**src/rtl/ttv_pkg.sv**
```systemverilog
`timescale 1ns / 1ps
package ttv_pkg;

   localparam int DeltaWidth = 17;
   localparam int ProdWidth  = 34;
   localparam int WideWidth  = 35;
   localparam int QuotWidth  = 32;
   localparam int GainShift  = 18;
   localparam int RemWidth   = WideWidth + GainShift;
   localparam int CmpWidth   = WideWidth + QuotWidth - 1;
   localparam int ReqWidth   = 240;
   localparam int RspWidth   = 96;

   localparam logic [QuotWidth-1:0] SatMax = 32'h7FFF_FFFF;
   localparam logic [QuotWidth-1:0] SatMin = 32'h8000_0000;

   // One component travelling down the divider row
   typedef struct packed {
      logic                   valid;
      logic                   degen;
      logic                   neg;
      logic                   ovf;
      logic [WideWidth-1:0]   dvsr;
      logic [RemWidth-1:0]    rem;
      logic [QuotWidth-1:0]   quot;
   } lane_type;

   function automatic logic signed [DeltaWidth-1:0] sx16(input logic [15:0] a);
      return $signed({a[15], a});
   endfunction

endpackage

```
**src/rtl/ttv_div_cell.sv**
```systemverilog
`timescale 1ns / 1ps
module ttv_div_cell
   import ttv_pkg::*;
#(
   parameter int BIT = 0
) (
   input  logic     clock,
   input  logic     reset,
   input  logic     en,
   input  lane_type lane_i,
   output lane_type lane_o
);

   lane_type             lane_ff;
   lane_type             lane_in;
   logic [CmpWidth-1:0]  rem_x;
   logic [CmpWidth-1:0]  dvsr_x;

   // restoring step: try the divisor shifted to this quotient bit
   always_comb begin
      rem_x   = CmpWidth'(lane_i.rem);
      dvsr_x  = CmpWidth'(lane_i.dvsr) << BIT;
      lane_in = lane_i;
      if (rem_x >= dvsr_x) begin
         lane_in.rem       = lane_i.rem - dvsr_x[RemWidth-1:0];
         lane_in.quot[BIT] = 1'b1;
      end
   end

   always_ff @(posedge clock) begin
      if (reset) begin
         lane_ff.valid <= 1'b0;
      end else if (en) begin
         lane_ff <= lane_in;
      end
   end

   assign lane_o = lane_ff;

endmodule

```
**config.mk**
```make
export PLATFORM = sky130hd
export DESIGN_NAME = ttv_div_cell
export DESIGN_NICKNAME = d
export VERILOG_FILES = /design/src/rtl/ttv_pkg.sv /design/src/rtl/ttv_div_cell.sv
export SDC_FILE = /design/constraint.sdc
export NUM_CORES = 1
export LEC_CHECK = 0
export ABC_AREA = 1
export CORE_UTILIZATION = 55
export DETAILED_ROUTE_END_ITERATION = 8
export DONT_BUFFER_PORTS = 1
export PLACE_DENSITY = 0.7
export SYNTH_ARGS = -nofsm -noshare
export SYNTH_HDL_FRONTEND = slang
export SYNTH_SLANG_ARGS = --single-unit
```
**constraint.sdc**
```tcl
create_clock -name clock -period 12.7 [get_ports clock]
set_clock_uncertainty 0.2 [all_clocks]
set_input_delay 1.905 -clock clock [delete_from_list [all_inputs] [get_ports clock]]
set_output_delay 1.905 -clock clock [all_outputs]
set_load 0.01 [all_outputs]
```
==> results.json, run 1 <==
{
  "dieWidth_um": 125,
  "sw_frac_of_total_pct": 27.8,
  "cts_sinks": 124,
  "cp-end-kind": "flop",
  "grt_pass1_wl_um": 36100,
  "synth_cell_types": 34,
  "cts_buffers": 17,
  "p_int_uw": 910,
  "clk_latency_ps": 430,
  "wl_met2_um": 10600,
  "wl_um": 23900,
  "max-vdd-ir-drop_mv": 0.0892,
  "htree_levels": 4,
  "post_drt_wl_per_cell_um": 17.9,
  "layout_common_cells": "nand2_1, inv_1, edfxtp_1",
  "grt_start_max_net_pins": 71,
  "p_clk_share_pct": 43.2,
  "max_slew.worst_pin.slew_ps": 839,
  "nFillCells": 1323,
  "p_comb_share_pct": 15.4,
  "rsz0062_at_grt": "false",
  "gp_congestion": 0.962,
  "synth_area_mm2": 0.00834,
  "grt-ovfl-total": 0,
  "yosysTopAreaCellShare_pct": 44.3,
  "die_area_mm2": 0.0157,
  "drv_cap": 0,
  "max_slew_margin_pct": 44.1,
  "violations": "design-rule violations",
  "vias": 7016,
  "post-route-util_pct": 62.7,
  "cts_root_buffer": "clkbuf_16",
  "fin_area_mm2": 0.00918,
  "leakage_nw": 4.41,
  "die_h_um": 125,
  "via_per_inst": 5.27,
  "core_area_mm2": 0.0146,
  "startpoint": "lane_i[101]",
  "dp_hpwl_um": 19200,
  "io_pins": 251,
  "m1WireLength_um": 10100,
  "multi_input_area_mm2": 0.00367,
  "area_growth_pct": 10.0,
  "cts_resized": 0,
  "synth_seq_cells": 124,
  "postCtsSetupBuffers": 0,
  "worstSetupPathType": "input pin to flop",
  "synth_area_leaders": "edfxtp_1, nand2_1, inv_1, ha_1, nor2_1",
  "antenna_left": 0,
  "antenna_found_initial": 0,
  "hold_viol_final": 0,
  "seq_area_mm2": 0.00371,
  "crit_arrival_ps": 4330,
  "initial_core_util_pct": 57.0,
  "reg2reg_from": "lane_o[123]",
  "cts.path.max_buffers": 2,
  "reg2reg_slack_ps": 11880,
  "final_common_cell": "nand2_1",
  "cts_tree": "yes",
  "crit_required_ps": 12650,
  "wl_met3_um": 2450,
  "firstDrtPassIters": 9,
  "p_seq_share_pct": 41.4,
  "reg2regPathDepth": 2,
  "drive_gt1_share_pct": 6.27,
  "crit_path_max_fanout": 67,
  "first_iter_violations": 612,
  "largest_reg_flops": 124,
  "reg2reg_to": "lane_o[123]",
  "antenna_cells": 0,
  "fin_crit_ps": 4380,
  "syn_avg_cell_area_um2": 7.43,
  "drc_errors": 44,
  "powerDensity_mw_per_mm2": 137,
  "synth-seq-area-share_pct": 44.5,
  "nets": 1298,
  "setup_viol": 0,
  "top_layer": "met4",
  "critPathCapture": "lane_o[39]",
  "dpl_cell_area_mm2": 0.00851,
  "drv_slew": 0,
  "yosys.area.top_type": "edfxtp_1",
  "p_sw_uw": 351,
  "outcome": "finished, violations left",
  "fmax_mhz": 228,
  "grt_usage_pct": 31.2,
  "cts_hold_buf": 0,
  "portBuffers": 0,
  "syn-num-nets": 1286,
  "clk_pin_slew_worst_paths_ps": 60,
  "grt_pass1_vias": 6538,
  "fin_crit_sh_pct": 34.5,
  "worstHoldPathType": "flop to flop",
  "rows": 44,
  "crit_path_start_kind": "input pin",
  "postSynthCellCount": 1123,
  "fin_tns_setup_ps": 0,
  "ys_warn_count": 0
}
## area by class of cell
| type | instances | share of cell area [%] |
|---|---|---|
| clock buffer | 18 | 4.68 |
| inverter | 235 | 9.64 |
| clock inverter | 14 | 2.55 |
| multi-input combinational | 755 | 40.0 |
| tap | 184 | 2.51 |
| sequential | 124 | 40.5 |
| timing repair buffer | 2 | 0.164 |
## Yosys cell counts, drive strengths merged
| master | instances |
|---|---|
| nor3 | 14 |
| buf | 9 |
| nand3 | 67 |
| xor2 | 1 |
| nand3b | 10 |
| a21boi | 1 |
| o21ai | 27 |
| edfxtp | 123 |
| ha | 35 |
| o21bai | 3 |
| xnor2 | 19 |
| inv | 235 |
| nand4 | 18 |
| a21oi | 28 |
| nand2 | 432 |
| dfxtp | 1 |
| nor2 | 93 |
| and2 | 3 |
| fa | 1 |
| or2 | 3 |
## layer usage
metal | vias up | GRT usage, %
li1 | 3528 | -
met1 | 3098 | 40.1
met2 | 353 | 48.6
met3 | 37 | 9.88
met4 | 0 | 13.4
met5 | - | 0
## through the flow
stage               instances  worst slack (ps)  hold slack [ps]  power, mW
detailed placement       1300              7900              298      0.720
global route             1332              8130              357       1.31
CTS                      1332              8340              306       1.27
finish                   1332              8320              303       1.26
floorplan                1123              4770              277      0.669
global placement         1300              7910              289      0.719
## critical path, cell delays in order
cell and delay (ps):
inv_1 20, ha_1 320, nand2_1 120, inv_1 60, nand2_1 60, nand3_1 90, a21oi_1 380, nand3_4 180
nand2_4 120, nand2_4 190, inv_4 620, o21ai_0 200
## worst min path at each step
stage	from	endpoint	slack (ps)	depth (start not counted)
finish	lane_o[123]	lane_o[123]	300	2
global route	lane_o[123]	lane_o[123]	360	2
CTS	lane_o[123]	lane_o[123]	310	2
detailed placement	lane_o[123]	lane_o[123]	300	2
global placement	lane_o[123]	lane_o[123]	290	2
floorplan	lane_o[123]	lane_o[123]	280	2
## cells by family (layout without fill, tap and decap cells)
group | after synthesis | count (layout) | synth area share, %
xor+xnor | 20 | 20 | 2.10
compound gates | 59 | 59 | 4.47
simple gates | 640 | 640 | 31.8
flops | 124 | 124 | 44.5
fa+ha+maj | 36 | 36 | 5.49
buf+inv | 244 | 269 | 11.6
## power by group through the flow
stage / sequential, mW / clock, mW / combinational (mW)
6_report: 0.522 / 0.545 / 0.194
3_5_place_dp: 0.531 / 0 / 0.189
4_1_cts: 0.523 / 0.551 / 0.191
3_3_place_gp: 0.531 / 0 / 0.188
2_1_floorplan: 0.528 / 0 / 0.141
5_1_grt: 0.525 / 0.565 / 0.217
Power figures use the tool's default switching activity.
==> inputs of run 2 (changes only) <==
--- a/config.mk
+++ b/config.mk
@@ -5,11 +5,11 @@
 export SDC_FILE = /design/constraint.sdc
 export NUM_CORES = 1
 export LEC_CHECK = 0
-export ABC_AREA = 1
+export ABC_AREA = 0
 export CORE_UTILIZATION = 55
 export DETAILED_ROUTE_END_ITERATION = 8
 export DONT_BUFFER_PORTS = 1
-export PLACE_DENSITY = 0.7
+export PLACE_DENSITY = 0.73
 export SYNTH_ARGS = -nofsm -noshare
 export SYNTH_HDL_FRONTEND = slang
 export SYNTH_SLANG_ARGS = --single-unit
==> constraint.sdc (replaced) <==
create_clock -name clock -period 3.8 [get_ports clock]
set_clock_uncertainty 0.2 [all_clocks]
set_input_delay 0.57 -clock clock [delete_from_list [all_inputs] [get_ports clock]]
set_output_delay 0.57 -clock clock [all_outputs]
set_load 0.01 [all_outputs]
==> run 2 against run 1 <==
  * Sequential share of layout area grew 7.4 points
  * The flow now finishes without violations
  * Via count decreased by 31%
  * Critical path type unchanged
  * Largest cell class unchanged
  * Final cell count decreased by 39%
==> results.json, run 2 <==
{
  "outcome": "complete, no violations",
  "whs_path_depth": 1,
  "synth-async-reset-ratio_pct": 0,
  "reg2reg_slack_ps": 2900,
  "firstDrtPassIters": 4,
  "critPathMaxStageDelay_ps": 490,
  "crit_required_ps": 3750,
  "portBuffers": 0,
  "grt-ovfl-total": 0,
  "synth.most_common_cell": "edfxtp_1",
  "nets": 788,
  "grt_pass1_wl_um": 25700,
  "clk_latency_ps": 410,
  "htree_levels": 4,
  "crit_path_max_fanout": 3,
  "seq_area_mm2": 0.00371,
  "die_h_um": 114,
  "reg2regPathDepth": 2,
  "cp-end-kind": "flop",
  "grt_usage_pct": 26.7,
  "layout_common_cells": "edfxtp_1, a21oi_1, nor2_1",
  "via_per_inst": 5.99,
  "hold_viol_final": 0,
  "drive_gt1_share_pct": 11.4,
  "max_slew.worst_pin.slew_ps": 898,
  "dp_cells": 774,
  "hp-start": "reset",
  "antenna_cells": 0,
  "antenna_left": 0,
  "fin_tns_setup_ps": 0,
  "multi_input_area_mm2": 0.00293,
  "postSynthCellCount": 616,
  "synth_edf_count": 123,
  "drv_slew": 0,
  "clk_pin_slew_worst_paths_ps": 50,
  "yosys.area.top_type": "edfxtp_1",
  "setup_slack_ps": 448,
  "slowest_stage": "o31ai_2",
  "whs_endpoint": "lane_o[123]",
  "reg2reg_to": "lane_o[123]",
  "synth_seq_cells": 124,
  "cts_hold_buf": 0,
  "setup_viol": 0,
  "drv_cap": 0,
  "leakage_nw": 3.00,
  "area_growth_pct": 11.5,
  "cts_buffers": 17,
  "crit_arrival_ps": 3300,
  "rsz0062_at_grt": "false",
  "synth_area_leaders": "edfxtp_1, ha_1, a21oi_1, xor2_1, nor2_1",
  "max-vdd-ir-drop_mv": 0.296,
  "grt_start_max_net_pins": 74,
  "ys_warn_count": 0,
  "max_slew_margin_pct": 40.1,
  "cts_tree": "yes",
  "synth_area_mm2": 0.00695,
  "grt_pass1_vias": 4827,
  "cts.path.max_buffers": 2,
  "worstSetupPathType": "input pin to flop",
  "worstHoldPathType": "input pin to flop",
  "powerDensity_mw_per_mm2": 509,
  "wl_um": 17200,
  "antenna_found_initial": 0,
  "crit_chain": "inv_1 -> ha_1 -> fa_1 -> nor2b_1 -> o21bai_1 -> a21oi_1 -> o221ai_2 -> o31ai_2 -> a21oi_1 -> nor2_1 -> a311oi_1 -> xor2_1",
  "nFillCells": 929,
  "fin_crit_sh_pct": 88.2,
  "cts_sinks": 124,
  "synth_cell_types": 71,
  "first_iter_violations": 292,
  "syn-num-nets": 779,
  "initial_core_util_pct": 57.2,
  "largest_reg_flops": 124,
  "cts_root_buffer": "clkbuf_16",
  "reg2reg_from": "lane_o[123]",
  "synthTopCellsByCount": "edfxtp_1, a21oi_1, nor2_1",
  "gp_congestion": 0.861,
  "fin_crit_ps": 3350,
  "vias": 4831,
  "final_common_cell": "edfxtp_1",
  "synth_top_flop_cell": "edfxtp_1",
  "fmax_mhz": 298,
  "yosysTopAreaCellShare_pct": 53.1,
  "synth-seq-area-share_pct": 53.4,
  "core_area_mm2": 0.0122,
  "die_area_mm2": 0.0131,
  "crit_path_start_kind": "input pin",
  "rows": 40,
  "dieWidth_um": 114,
  "postCtsSetupBuffers": 0,
  "dp_hpwl_um": 13200,
  "io_pins": 251,
  "dpl_worst_slack_ps": 91.7,
  "final_cells": 806,
  "cts_resized": 0,
  "drc_errors": 0,
  "syn_avg_cell_area_um2": 11.3,
  "cpMostUsedCell": "a21oi_1",
  "post_drt_wl_per_cell_um": 21.3
}
==> run 2: cell types whose count changed after synthesis, sizes merged, moves of 9 or more <==
cell,before,now
a21oi,28,68
inv,235,43
nand3,67,12
nand2,432,35
xor2,1,28
nor4,0,9
nor2,93,53
a21o,0,18
nand3b,10,1
buf,9,23
==> run 2: cells by family (layout without fill, tap and decap cells) <==
family / count (synthesis) / after routing / share of synthesized area [%]
simple gates: 174 / 174 / 13.0
compound gates: 157 / 157 / 14.9
flops: 124 / 124 / 53.4
buf+inv: 69 / 91 / 4.62
xor+xnor: 47 / 47 / 5.92
fa+ha+maj: 36 / 36 / 6.59
mux: 9 / 9 / 1.60
==> run 2: worst max path at each step <==
| stage | start | end | slack (ps) | cells past startpoint |
|---|---|---|---|---|
| final | lane_i[32] | lane_o[78] | 450 | 12 |
| after detailed placement | lane_i[32] | lane_o[78] | 90 | 12 |
| after global routing | lane_i[32] | lane_o[78] | 260 | 12 |
| after CTS | lane_i[32] | lane_o[78] | 520 | 12 |
| after floorplan | lane_i[100] | lane_o[80] | 580 | 12 |
| after global placement | lane_i[119] | lane_o[80] | 140 | 11 |
==> run 2: cell type report <==
class | instances | area share, %
repair buffers | 16 | 1.71
clock buffers | 17 | 5.49
well taps | 168 | 2.71
inverters | 43 | 2.08
flip-flops and latches | 124 | 47.9
multi-input cells | 423 | 37.8
clock inverters | 15 | 2.31
==> run 2: worst max-delay path: cells and delay by family <==
family	cells	cell delay [ps]
adders and majority gates	2	630
AOI/OAI and AO/OA	6	1510
and+or+nand+nor	2	380
buffers and inverters	1	30
xor gates and xnor gates	1	170
==> run 2: per-layer routing <==
layer  up-vias  GRT usage, %  wire length, um
met5         -             0                0
met4         0          11.4              364
met3        27          8.52             1400
met2       213          46.4             8640
met1      2291          30.1             6760
li1       2300             -                -
==> run 2: per-stage QoR <==
stage / hold WS, ps / total power [mW] / area [um^2] / util (%)
2_1_floorplan: 328 / 2.18 / 6960 / -
4_1_cts: 26.5 / 3.96 / 7750 / 63.7
3_5_place_dp: 412 / 2.31 / 7150 / 58.8
5_1_grt: 29.1 / 4.08 / 7750 / 63.7
3_3_place_gp: 346 / 2.30 / 7150 / 58.8
6_report: 38.7 / 3.95 / 7750 / 63.7
==> run 2: where the power goes <==
part           internal, mW  leakage, nW  switching (mW)
logic                 0.226         1.54           0.311
clock network          1.08        0.292           0.575
registers              1.66         1.16          0.0996
